--- config.mk ---
export PLATFORM = sky130hd
export DESIGN_NAME = calendar_clock_with_alarm
export DESIGN_NICKNAME = d
export VERILOG_FILES = /design/src/design/rtc_pkg.sv /design/src/design/rtc_cfg.sv /design/src/design/rtc_advance.sv /design/src/design/rtc_core.sv /design/src/design/calendar_clock_with_alarm.sv
export SDC_FILE = /design/constraint.sdc
export NUM_CORES = 1
export LEC_CHECK = 0
export ABC_CLOCK_PERIOD_IN_PS = 6200
export BUFFER_PORTS_ARGS = -buffer_cell sky130_fd_sc_hd__clkbuf_2
export CAP_MARGIN = 10
export CORE_ASPECT_RATIO = 1.25
export CORE_MARGIN = 2
export CORE_UTILIZATION = 45
export DETAILED_ROUTE_END_ITERATION = 7
export GPL_ROUTABILITY_DRIVEN = 0
export GPL_TIMING_DRIVEN = 1
export PLACE_DENSITY_LB_ADDON = 0.2
export SLEW_MARGIN = 40
export SYNTH_ARGS = -nofsm -noshare
export SYNTH_HDL_FRONTEND = slang
export SYNTH_SLANG_ARGS = --single-unit
--- constraint.sdc ---
create_clock -name clk -period 6.2 [get_ports clk]
set_input_delay 0.93 -clock clk [delete_from_list [all_inputs] [get_ports clk]]
set_output_delay 0.93 -clock clk [all_outputs]
set_load 0.01 [all_outputs]
--- src/design/rtc_pkg.sv ---
// Package for the calendar clock: item kinds, register indexes, time record
// and the month length function. No dependencies; used by every design file.
package rtc_pkg;

  // Item kinds carried on the input tuser.
  typedef enum logic [1:0] {
    KIND_TICK       = 2'd0,
    KIND_SET_TIME   = 2'd1,
    KIND_SET_DATE   = 2'd2,
    KIND_CLEAR_TIME = 2'd3
  } kind_t;

  // Configuration register indexes.
  localparam int unsigned CFG_IDX_W = 3;
  localparam int unsigned CFG_DATA_W = 6;
  localparam logic [CFG_IDX_W-1:0] REG_RUN_ENABLE   = 3'd0;
  localparam logic [CFG_IDX_W-1:0] REG_ALARM_ENABLE = 3'd1;
  localparam logic [CFG_IDX_W-1:0] REG_ALARM_HOUR   = 3'd2;
  localparam logic [CFG_IDX_W-1:0] REG_ALARM_MINUTE = 3'd3;
  localparam logic [CFG_IDX_W-1:0] REG_ALARM_SECOND = 3'd4;

  // Full clock record. The hour sits in the lowest bits, so the packed
  // record is the tdata layout of both channels.
  typedef struct packed {
    logic [2:0] weekday;
    logic [4:0] day;
    logic [3:0] month;
    logic [6:0] year;
    logic [5:0] second;
    logic [5:0] minute;
    logic [4:0] hour;
  } time_t;

  localparam int unsigned TIME_W = $bits(time_t);
  localparam int unsigned TDATA_W = ((TIME_W + 7) / 8) * 8;

  // Settings taken from the configuration registers.
  typedef struct packed {
    logic       run_enable;
    logic       alarm_enable;
    logic [4:0] alarm_hour;
    logic [5:0] alarm_minute;
    logic [5:0] alarm_second;
  } cfg_t;

  // Counter limits and reset values.
  localparam logic [5:0] SEC_MAX   = 6'd59;
  localparam logic [5:0] MIN_MAX   = 6'd59;
  localparam logic [4:0] HOUR_MAX  = 5'd23;
  localparam logic [3:0] MONTH_MAX = 4'd12;
  localparam logic [6:0] YEAR_MAX  = 7'd99;
  localparam logic [6:0] YEAR_RESET = 7'd22;

  // Days in a month; months outside 1 to 12 have no days at all.
  function automatic logic [4:0] days_in_month(input logic [3:0] month,
                                               input logic [6:0] year);
    logic [4:0] len;
    case (month)
      4'd1, 4'd3, 4'd5, 4'd7, 4'd8, 4'd10, 4'd12: len = 5'd31;
      4'd4, 4'd6, 4'd9, 4'd11:                    len = 5'd30;
      4'd2:    len = (year[1:0] == 2'b00) ? 5'd29 : 5'd28;
      default: len = 5'd0;
    endcase
    return len;
  endfunction

endpackage

--- src/design/rtc_cfg.sv ---
// Configuration register file of the calendar clock.
// Depends on rtc_pkg for register indexes and the settings record.
module rtc_cfg (
  input  logic                          clk,
  input  logic                          rst,
  input  logic                          cfg_we,
  input  logic [rtc_pkg::CFG_IDX_W-1:0]  cfg_index,
  input  logic [rtc_pkg::CFG_DATA_W-1:0] cfg_data,
  output rtc_pkg::cfg_t                 cfg
);

  rtc_pkg::cfg_t regs;

  // One register per write; unknown indexes are dropped.
  always_ff @(posedge clk) begin
    if (rst) begin
      regs.run_enable   <= 1'b1;
      regs.alarm_enable <= 1'b0;
      regs.alarm_hour   <= '0;
      regs.alarm_minute <= '0;
      regs.alarm_second <= '0;
    end else if (cfg_we) begin
      case (cfg_index)
        rtc_pkg::REG_RUN_ENABLE:   regs.run_enable   <= cfg_data[0];
        rtc_pkg::REG_ALARM_ENABLE: regs.alarm_enable <= cfg_data[0];
        rtc_pkg::REG_ALARM_HOUR:   regs.alarm_hour   <= cfg_data[4:0];
        rtc_pkg::REG_ALARM_MINUTE: regs.alarm_minute <= cfg_data;
        rtc_pkg::REG_ALARM_SECOND: regs.alarm_second <= cfg_data;
        default: ;
      endcase
    end
  end

  assign cfg = regs;

endmodule

--- src/design/rtc_advance.sv ---
// One-second advance of the clock record: a ripple of compare-and-wrap
// counters from seconds up to years. Depends on rtc_pkg.
module rtc_advance (
  input  rtc_pkg::time_t cur,
  output rtc_pkg::time_t nxt
);

  logic [6:0] sec_inc;
  logic [6:0] min_inc;
  logic [5:0] hour_inc;
  logic [5:0] day_inc;
  logic [4:0] month_inc;
  logic [7:0] year_inc;
  logic [4:0] month_len;
  logic       sec_wrap, min_wrap, hour_wrap, day_wrap, month_wrap;

  assign sec_inc   = {1'b0, cur.second} + 7'd1;
  assign min_inc   = {1'b0, cur.minute} + 7'd1;
  assign hour_inc  = {1'b0, cur.hour} + 6'd1;
  assign day_inc   = {1'b0, cur.day} + 6'd1;
  assign month_inc = {1'b0, cur.month} + 5'd1;
  assign year_inc  = {1'b0, cur.year} + 8'd1;
  assign month_len = rtc_pkg::days_in_month(cur.month, cur.year);

  // A counter wraps once its incremented value passes its top.
  assign sec_wrap   = sec_inc > {1'b0, rtc_pkg::SEC_MAX};
  assign min_wrap   = min_inc > {1'b0, rtc_pkg::MIN_MAX};
  assign hour_wrap  = hour_inc > {1'b0, rtc_pkg::HOUR_MAX};
  assign day_wrap   = day_inc > {1'b0, month_len};
  assign month_wrap = month_inc > {1'b0, rtc_pkg::MONTH_MAX};

  // Each field moves only when every lower field wrapped.
  always_comb begin
    nxt = cur;
    nxt.second = sec_wrap ? 6'd0 : sec_inc[5:0];
    if (sec_wrap) begin
      nxt.minute = min_wrap ? 6'd0 : min_inc[5:0];
      if (min_wrap) begin
        nxt.hour = hour_wrap ? 5'd0 : hour_inc[4:0];
        if (hour_wrap) begin
          nxt.day = day_wrap ? 5'd1 : day_inc[4:0];
          if (day_wrap) begin
            nxt.month = month_wrap ? 4'd1 : month_inc[3:0];
            if (month_wrap) begin
              nxt.year = (year_inc > {1'b0, rtc_pkg::YEAR_MAX}) ? 7'd0 : year_inc[6:0];
            end
          end
        end
      end
    end
  end

endmodule

--- src/design/rtc_core.sv ---
// Clock state and result register of the calendar clock. Applies one item per cycle to
// the stored time while the result register can be refilled. Uses rtc_pkg and rtc_advance.
module rtc_core (
  input  logic                        clk,
  input  logic                        rst,
  input  rtc_pkg::cfg_t               cfg,
  input  logic                        item_valid,
  input  rtc_pkg::kind_t              item_kind,
  input  rtc_pkg::time_t              item_time,
  output logic                        item_ready,
  output logic                        m_tvalid,
  input  logic                        m_tready,
  output logic [rtc_pkg::TDATA_W-1:0] m_tdata,
  output logic [1:0]                  m_tuser
);

  rtc_pkg::time_t clk_state;
  rtc_pkg::time_t state_next;
  rtc_pkg::time_t ticked;
  logic           event_next;
  logic           hit_next;
  logic           take;

  rtc_advance u_advance (
    .cur (clk_state),
    .nxt (ticked)
  );

  // The result register may be refilled when empty or being drained.
  assign item_ready = !m_tvalid || m_tready;
  assign take = item_valid && item_ready;

  // Next clock record and flags for the item at hand.
  always_comb begin
    state_next = clk_state;
    event_next = 1'b0;
    case (item_kind)
      rtc_pkg::KIND_TICK: begin
        if (cfg.run_enable) begin
          state_next = ticked;
          event_next = 1'b1;
        end
      end
      rtc_pkg::KIND_SET_TIME: begin
        state_next.hour   = item_time.hour;
        state_next.minute = item_time.minute;
        state_next.second = item_time.second;
      end
      rtc_pkg::KIND_SET_DATE: begin
        state_next.year    = item_time.year;
        state_next.month   = item_time.month;
        state_next.day     = item_time.day;
        state_next.weekday = item_time.weekday;
      end
      rtc_pkg::KIND_CLEAR_TIME: begin
        state_next.hour   = '0;
        state_next.minute = '0;
        state_next.second = '0;
      end
      default: ;
    endcase
    hit_next = event_next && cfg.alarm_enable &&
               state_next.hour == cfg.alarm_hour &&
               state_next.minute == cfg.alarm_minute &&
               state_next.second == cfg.alarm_second;
  end

  // Stored clock.
  always_ff @(posedge clk) begin
    if (rst) begin
      clk_state.hour    <= '0;
      clk_state.minute  <= '0;
      clk_state.second  <= '0;
      clk_state.year    <= rtc_pkg::YEAR_RESET;
      clk_state.month   <= '0;
      clk_state.day     <= '0;
      clk_state.weekday <= '0;
    end else if (take) begin
      clk_state <= state_next;
    end
  end

  // Result register valid flag.
  always_ff @(posedge clk) begin
    if (rst) begin
      m_tvalid <= 1'b0;
    end else if (item_ready) begin
      m_tvalid <= item_valid;
    end
  end

  // Result payload.
  always_ff @(posedge clk) begin
    if (take) begin
      m_tdata <= {{(rtc_pkg::TDATA_W - rtc_pkg::TIME_W){1'b0}}, state_next};
      m_tuser <= {hit_next, event_next};
    end
  end

endmodule

--- src/design/calendar_clock_with_alarm.sv ---
// Top level of the binary calendar clock with time-of-day alarm.
// Depends on rtc_pkg, rtc_cfg, rtc_advance (through rtc_core) and rtc_core.
//
//  channel  | direction | handshake          | contents
//  ---------+-----------+--------------------+---------------------------------
//  s_axis   | in        | s_tvalid/s_tready  | item: kind in tuser, time in tdata
//  m_axis   | out       | m_tvalid/m_tready  | result: time in tdata, flags tuser
//  cfg      | in        | cfg_we             | register index and write data
//
// Every item gives one result. The item waits in the input register while the clock
// update is worked out, and the result register loads when the core takes the item,
// so each result has passed through both registers.
// One item per cycle is sustained; the input register keeps accepting while
// a result waits, and the chain stalls only when both stages are full.
// Reset (rst, synchronous) sets the clock to year 22, all else 0, and the
// registers to run enabled, alarm disabled, alarm time 0.
module calendar_clock_with_alarm (
  input  logic                          clk,
  input  logic                          rst,
  // Configuration writes.
  input  logic                          cfg_we,
  input  logic [rtc_pkg::CFG_IDX_W-1:0]  cfg_index,
  input  logic [rtc_pkg::CFG_DATA_W-1:0] cfg_data,
  // Input items.
  input  logic                          s_tvalid,
  output logic                          s_tready,
  // new_hour[4:0], new_minute[10:5], new_second[16:11], new_year[23:17],
  // new_month[27:24], new_day[32:28], new_weekday[35:33], zero fill
  input  logic [rtc_pkg::TDATA_W-1:0]   s_tdata,
  // kind[1:0]
  input  logic [1:0]                    s_tuser,
  // Results.
  output logic                          m_tvalid,
  input  logic                          m_tready,
  // cur_hour[4:0], cur_minute[10:5], cur_second[16:11], cur_year[23:17],
  // cur_month[27:24], cur_day[32:28], cur_weekday[35:33], zero fill
  output logic [rtc_pkg::TDATA_W-1:0]   m_tdata,
  // second_event[0], alarm_hit[1]
  output logic [1:0]                    m_tuser
);

  rtc_pkg::cfg_t  cfg;
  logic           in_valid;
  rtc_pkg::kind_t in_kind;
  rtc_pkg::time_t in_time;
  logic           core_ready;

  rtc_cfg u_cfg (
    .clk       (clk),
    .rst       (rst),
    .cfg_we    (cfg_we),
    .cfg_index (cfg_index),
    .cfg_data  (cfg_data),
    .cfg       (cfg)
  );

  // Input register: free, or emptying into the core this cycle.
  assign s_tready = !in_valid || core_ready;

  always_ff @(posedge clk) begin
    if (rst) begin
      in_valid <= 1'b0;
    end else if (s_tready) begin
      in_valid <= s_tvalid;
    end
  end

  // Input payload for each accepted transaction.
  always_ff @(posedge clk) begin
    if (s_tvalid && s_tready) begin
      in_kind <= rtc_pkg::kind_t'(s_tuser);
      in_time <= rtc_pkg::time_t'(s_tdata[rtc_pkg::TIME_W-1:0]);
    end
  end

  rtc_core u_core (
    .clk        (clk),
    .rst        (rst),
    .cfg        (cfg),
    .item_valid (in_valid),
    .item_kind  (in_kind),
    .item_time  (in_time),
    .item_ready (core_ready),
    .m_tvalid   (m_tvalid),
    .m_tready   (m_tready),
    .m_tdata    (m_tdata),
    .m_tuser    (m_tuser)
  );

endmodule
==> run_results.csv <==
group,metric,value,unit
route,drt-total-wl,19.67,mm
timing,relSlewSlack,42.49,%
route,wl_met2,9.807,mm
floorplan,rows,51,
power,p_int,1.707,mW
timing,finalSetupViolations,0,
cells_and_area,nFillCells,1391,
yosys,synth_mux_area_share,3.382,%
floorplan,die_h,145.9,um
route,top_layer_used,"met4",
yosys,synth_top_family_by_area,"compound AO/OA/AOI/OAI gates",
floorplan,core,15700,um^2
yosys,synthCells,769,
power,power.total,2.268,mW
placement,port_buffers,91,
floorplan,dieArea,17150,um^2
global_routing,grt_first_pass_wirelength,30.93,mm
route,vias_per_cell,5.974,
critical_path,path_class,"flop to flop",
power,swShare,24.74,%
cells_and_area,multi_input_area,3477,um^2
critical_path,cp_max_fo,9,
timing,finalClockSkew,0.006448,ns
global_routing,antenna_found_initial,0,
cts,cts_buffers,17,
timing,worst_slack,2.154,ns
route,vias,6338,
yosys,synthArstFlopShare,0,%
cells_and_area,num-nets-final,910,
timing,final_max_slew_viol_count,0,
route,met3_length,1.207,mm
timing,fin_crit_sh,65.25,%
timing,rsz0062_at_grt,"no",
route,drt_pass1_iterations,6,
power,p_seq_share,45.2,%
cts,cts.clk_slew.worst_paths,0.06,ns
route,wl_met1,7.868,mm
critical_path,arrival,4.35,ns
yosys,synthesis.area,7252,um^2
route,drt_iter0_markers,650,
placement,pre_cts_slack,2.270,ns
yosys,yosysWarningCount,0,
power,clkPwrFrac,43.8,%
power,p_per_area,270.0,nW/um^2
critical_path,worstPathRequired,6.50,ns
cts,clock_path_buffers,2,
route,antenna_left,0,
critical_path,start_kind,"flop",
timing,finalHoldViolations,0,
floorplan,initial_core_util,46.20,%
global_routing,grt_max_degree,62,
power,combPwrFrac,11.0,%
cts,clock_sinks,133,
cts,htreeDepth,4,
cells_and_area,diodes,0,
floorplan,fp.dieW,117.5,um
cts,cts_hold_buf,0,
yosys,synth_edf_count,76,
timing,max_freq,0.2472,GHz
global_routing,grt_pass1_vias,6102,
cts,ctsResizeCount,0,
yosys,synth_seq_cells,133,
power,irDropWorstVdd,0.1798,mV
global_routing,overflow,0,
critical_path,cp-end-kind,"flop",
route,route.detailed.drc,0,
yosys,synth-compound-area-share,19.62,%
yosys,synth_adder_area_share,3.106,%
power,p_leak,3.172,nW
hold_path,hold_path_class,"flop to flop",
cells_and_area,seqCellArea,3423,um^2
yosys,seq_area_frac_synth,47.20,%
timing,tightestPinTransition,0.8595,ns
timing,layout_min_cycle_time,4.046,ns
outcome,status,"finished, final reports clean",
cts,cts_root_buffer,"clkbuf_16",
cells_and_area,syn2layout_area_growth,15.80,%
global_routing,grt_use_total,22.75,%
yosys,synth_cell_type_count,82,
yosys,ys.flop_type,"edfxtp_1",
cts,post_cts_buffers,0,
power,p_sw,0.5611,mW
cells_and_area,drive_gt1_share,18.85,%
timing,final.setup.tns,0,ns
route,avgRoutedWirePerCell,18.54,um
cts,cts_tree,"built",
flow_run,drv_cap,0,
placement,hpwl,13.54,mm
yosys,synthSimpleGateAreaFrac,19.29,%
cts,clock_latency,0.41,ns
yosys,synth-xor-area-share,2.174,%
floorplan,io_pins,100,
yosys,synth_area_per_cell,9.430,um^2
[metal layers]
layer	track usage [%]	up-vias
met5	0	-
met2	39.06	288
met3	4.702	75
li1	-	2983
met1	26.54	2992
met4	12.59	0
[flip-flops by register name, indices dropped and copies added (netlist names)]
name	count
u_core.m_tdata	36
u_core.clk_state	36
in_kind	2
in_valid	1
u_core.m_tvalid	1
in_time	36
u_core.m_tuser	2
u_cfg.cfg	19
[cell type report]
class,instances,share of cell area [%]
flip-flops and latches,133,40.76
clock inverters,9,1.207
repair buffers,100,6.228
clock buffers,23,5.810
inverters,32,1.430
multi-input cells,552,41.40
well taps,212,3.159
[metrics by stage]
| step | util (%) | area, um^2 | instances | hold slack, ns |
|---|---|---|---|---|
| 6_report | 53.50 | 8398 | 1061 | 0.5037 |
| 3_5_place_dp | 49.71 | 7804 | 1029 | 0.4931 |
| 3_3_place_gp | 49.67 | 7797 | 1029 | 0.4815 |
| 5_1_grt | 53.50 | 8398 | 1061 | 0.5168 |
| 4_1_cts | 53.47 | 8393 | 1061 | 0.5011 |
| 2_1_floorplan | - | 7263 | 772 | 0.4516 |
[power groups by stage]
stage               clock network [mW]  registers, mW  logic [mW]
floorplan                            0           1.03       0.172
global placement                     0           1.04       0.237
detailed placement                   0           1.04       0.245
CTS                               1.01           1.02       0.248
global route                      1.05           1.03       0.273
finish                           0.993           1.02       0.250
[cells in the mapped netlist (10+ instances only)]
cell type   n  share of area [%]
a211oi_1   19                2.0
a21oi_1    38                2.6
and3_1     10               0.86
clkbuf_1   35                1.8
dfxtp_1    57                 16
edfxtp_1   76                 31
ha_1       18                3.1
inv_1      32                1.7
mux2i_1    20                2.8
nand2_1    69                3.6
nand3_1    29                2.0
nand4_1    11               0.95
nor2_1     83                4.3
nor3_1     30                2.1
nor4_1     10               0.86
o21ai_0    45                3.1
xnor2_1    10                1.2
[worst max-delay path: stages, from the launching register on]
cell	delay, ns
dfxtp_1	0.46
inv_1	0.13
ha_1	0.23
nor3_1	0.26
a21oi_1	0.08
o21ai_0	0.25
ha_1	0.30
nor2b_1	0.13
o2111a_1	0.24
o32ai_1	0.56
a211oi_4	0.22
o21ai_0	0.58
nor3_1	0.14
a2111oi_1	0.36
[final timing paths]
check / startpoint / end / slack, ns / cells past startpoint
worst max-delay path: u_core.clk_state[24]$_SDFFE_PP0P_ / u_core.clk_state[23]$_SDFFE_PP0P_ / 2.15 / 13
worst min-delay path: u_core.clk_state[33]$_SDFFE_PP0P_ / u_core.clk_state[33]$_SDFFE_PP0P_ / 0.50 / 2
worst max register to register: u_core.clk_state[24]$_SDFFE_PP0P_ / u_core.clk_state[23]$_SDFFE_PP0P_ / 2.15 / 13
worst min register to register: u_core.clk_state[33]$_SDFFE_PP0P_ / u_core.clk_state[33]$_SDFFE_PP0P_ / 0.50 / 2
[kinds of logic (layout without fill, tap and decap cells)]
group                      after synthesis  count (layout)
DFF                                    133             133
muxes                                   24              24
other                                    1               4
AOI/OAI and AO/OA                      199             199
and+or+nand+nor                        289             289
buffers and inverters                   87             164
xor gates and xnor gates                18              18
adders and majority gates               18              18
[cell usage in the layout (no fill, tap or decap), types with 4 or more instances in the layout]
| cell type | synthesis | routed |
|---|---|---|
| nor2b_1 | 9 | 9 |
| o21ai_0 | 45 | 45 |
| nor3_1 | 30 | 29 |
| and3_1 | 10 | 10 |
| clkbuf_2 | 2 | 91 |
| clkbuf_16 | 0 | 17 |
| nor4_1 | 10 | 10 |
| o2111ai_1 | 4 | 4 |
| mux2_2 | 4 | 4 |
| a31oi_1 | 8 | 8 |
| inv_1 | 32 | 31 |
| nand4_1 | 11 | 11 |
| a21boi_0 | 4 | 4 |
| nand2_1 | 69 | 69 |
| clkbuf_8 | 0 | 4 |
| buf_4 | 8 | 9 |
| o31ai_1 | 7 | 7 |
| conb_1 | 1 | 4 |
| xor2_1 | 8 | 8 |
| a211oi_1 | 19 | 18 |
| nand2b_1 | 8 | 8 |
| nor2_1 | 83 | 83 |
| ha_1 | 18 | 18 |
| dfxtp_1 | 57 | 57 |
| a21oi_1 | 38 | 38 |
| a221oi_1 | 4 | 4 |
| edfxtp_1 | 76 | 76 |
| xnor2_1 | 10 | 10 |
| o211ai_1 | 9 | 9 |
| nand3_1 | 29 | 29 |
| or3_1 | 5 | 5 |
| mux2i_1 | 20 | 20 |
| a22oi_1 | 5 | 5 |
No activity file was read; power rests on OpenSTA's default activity.
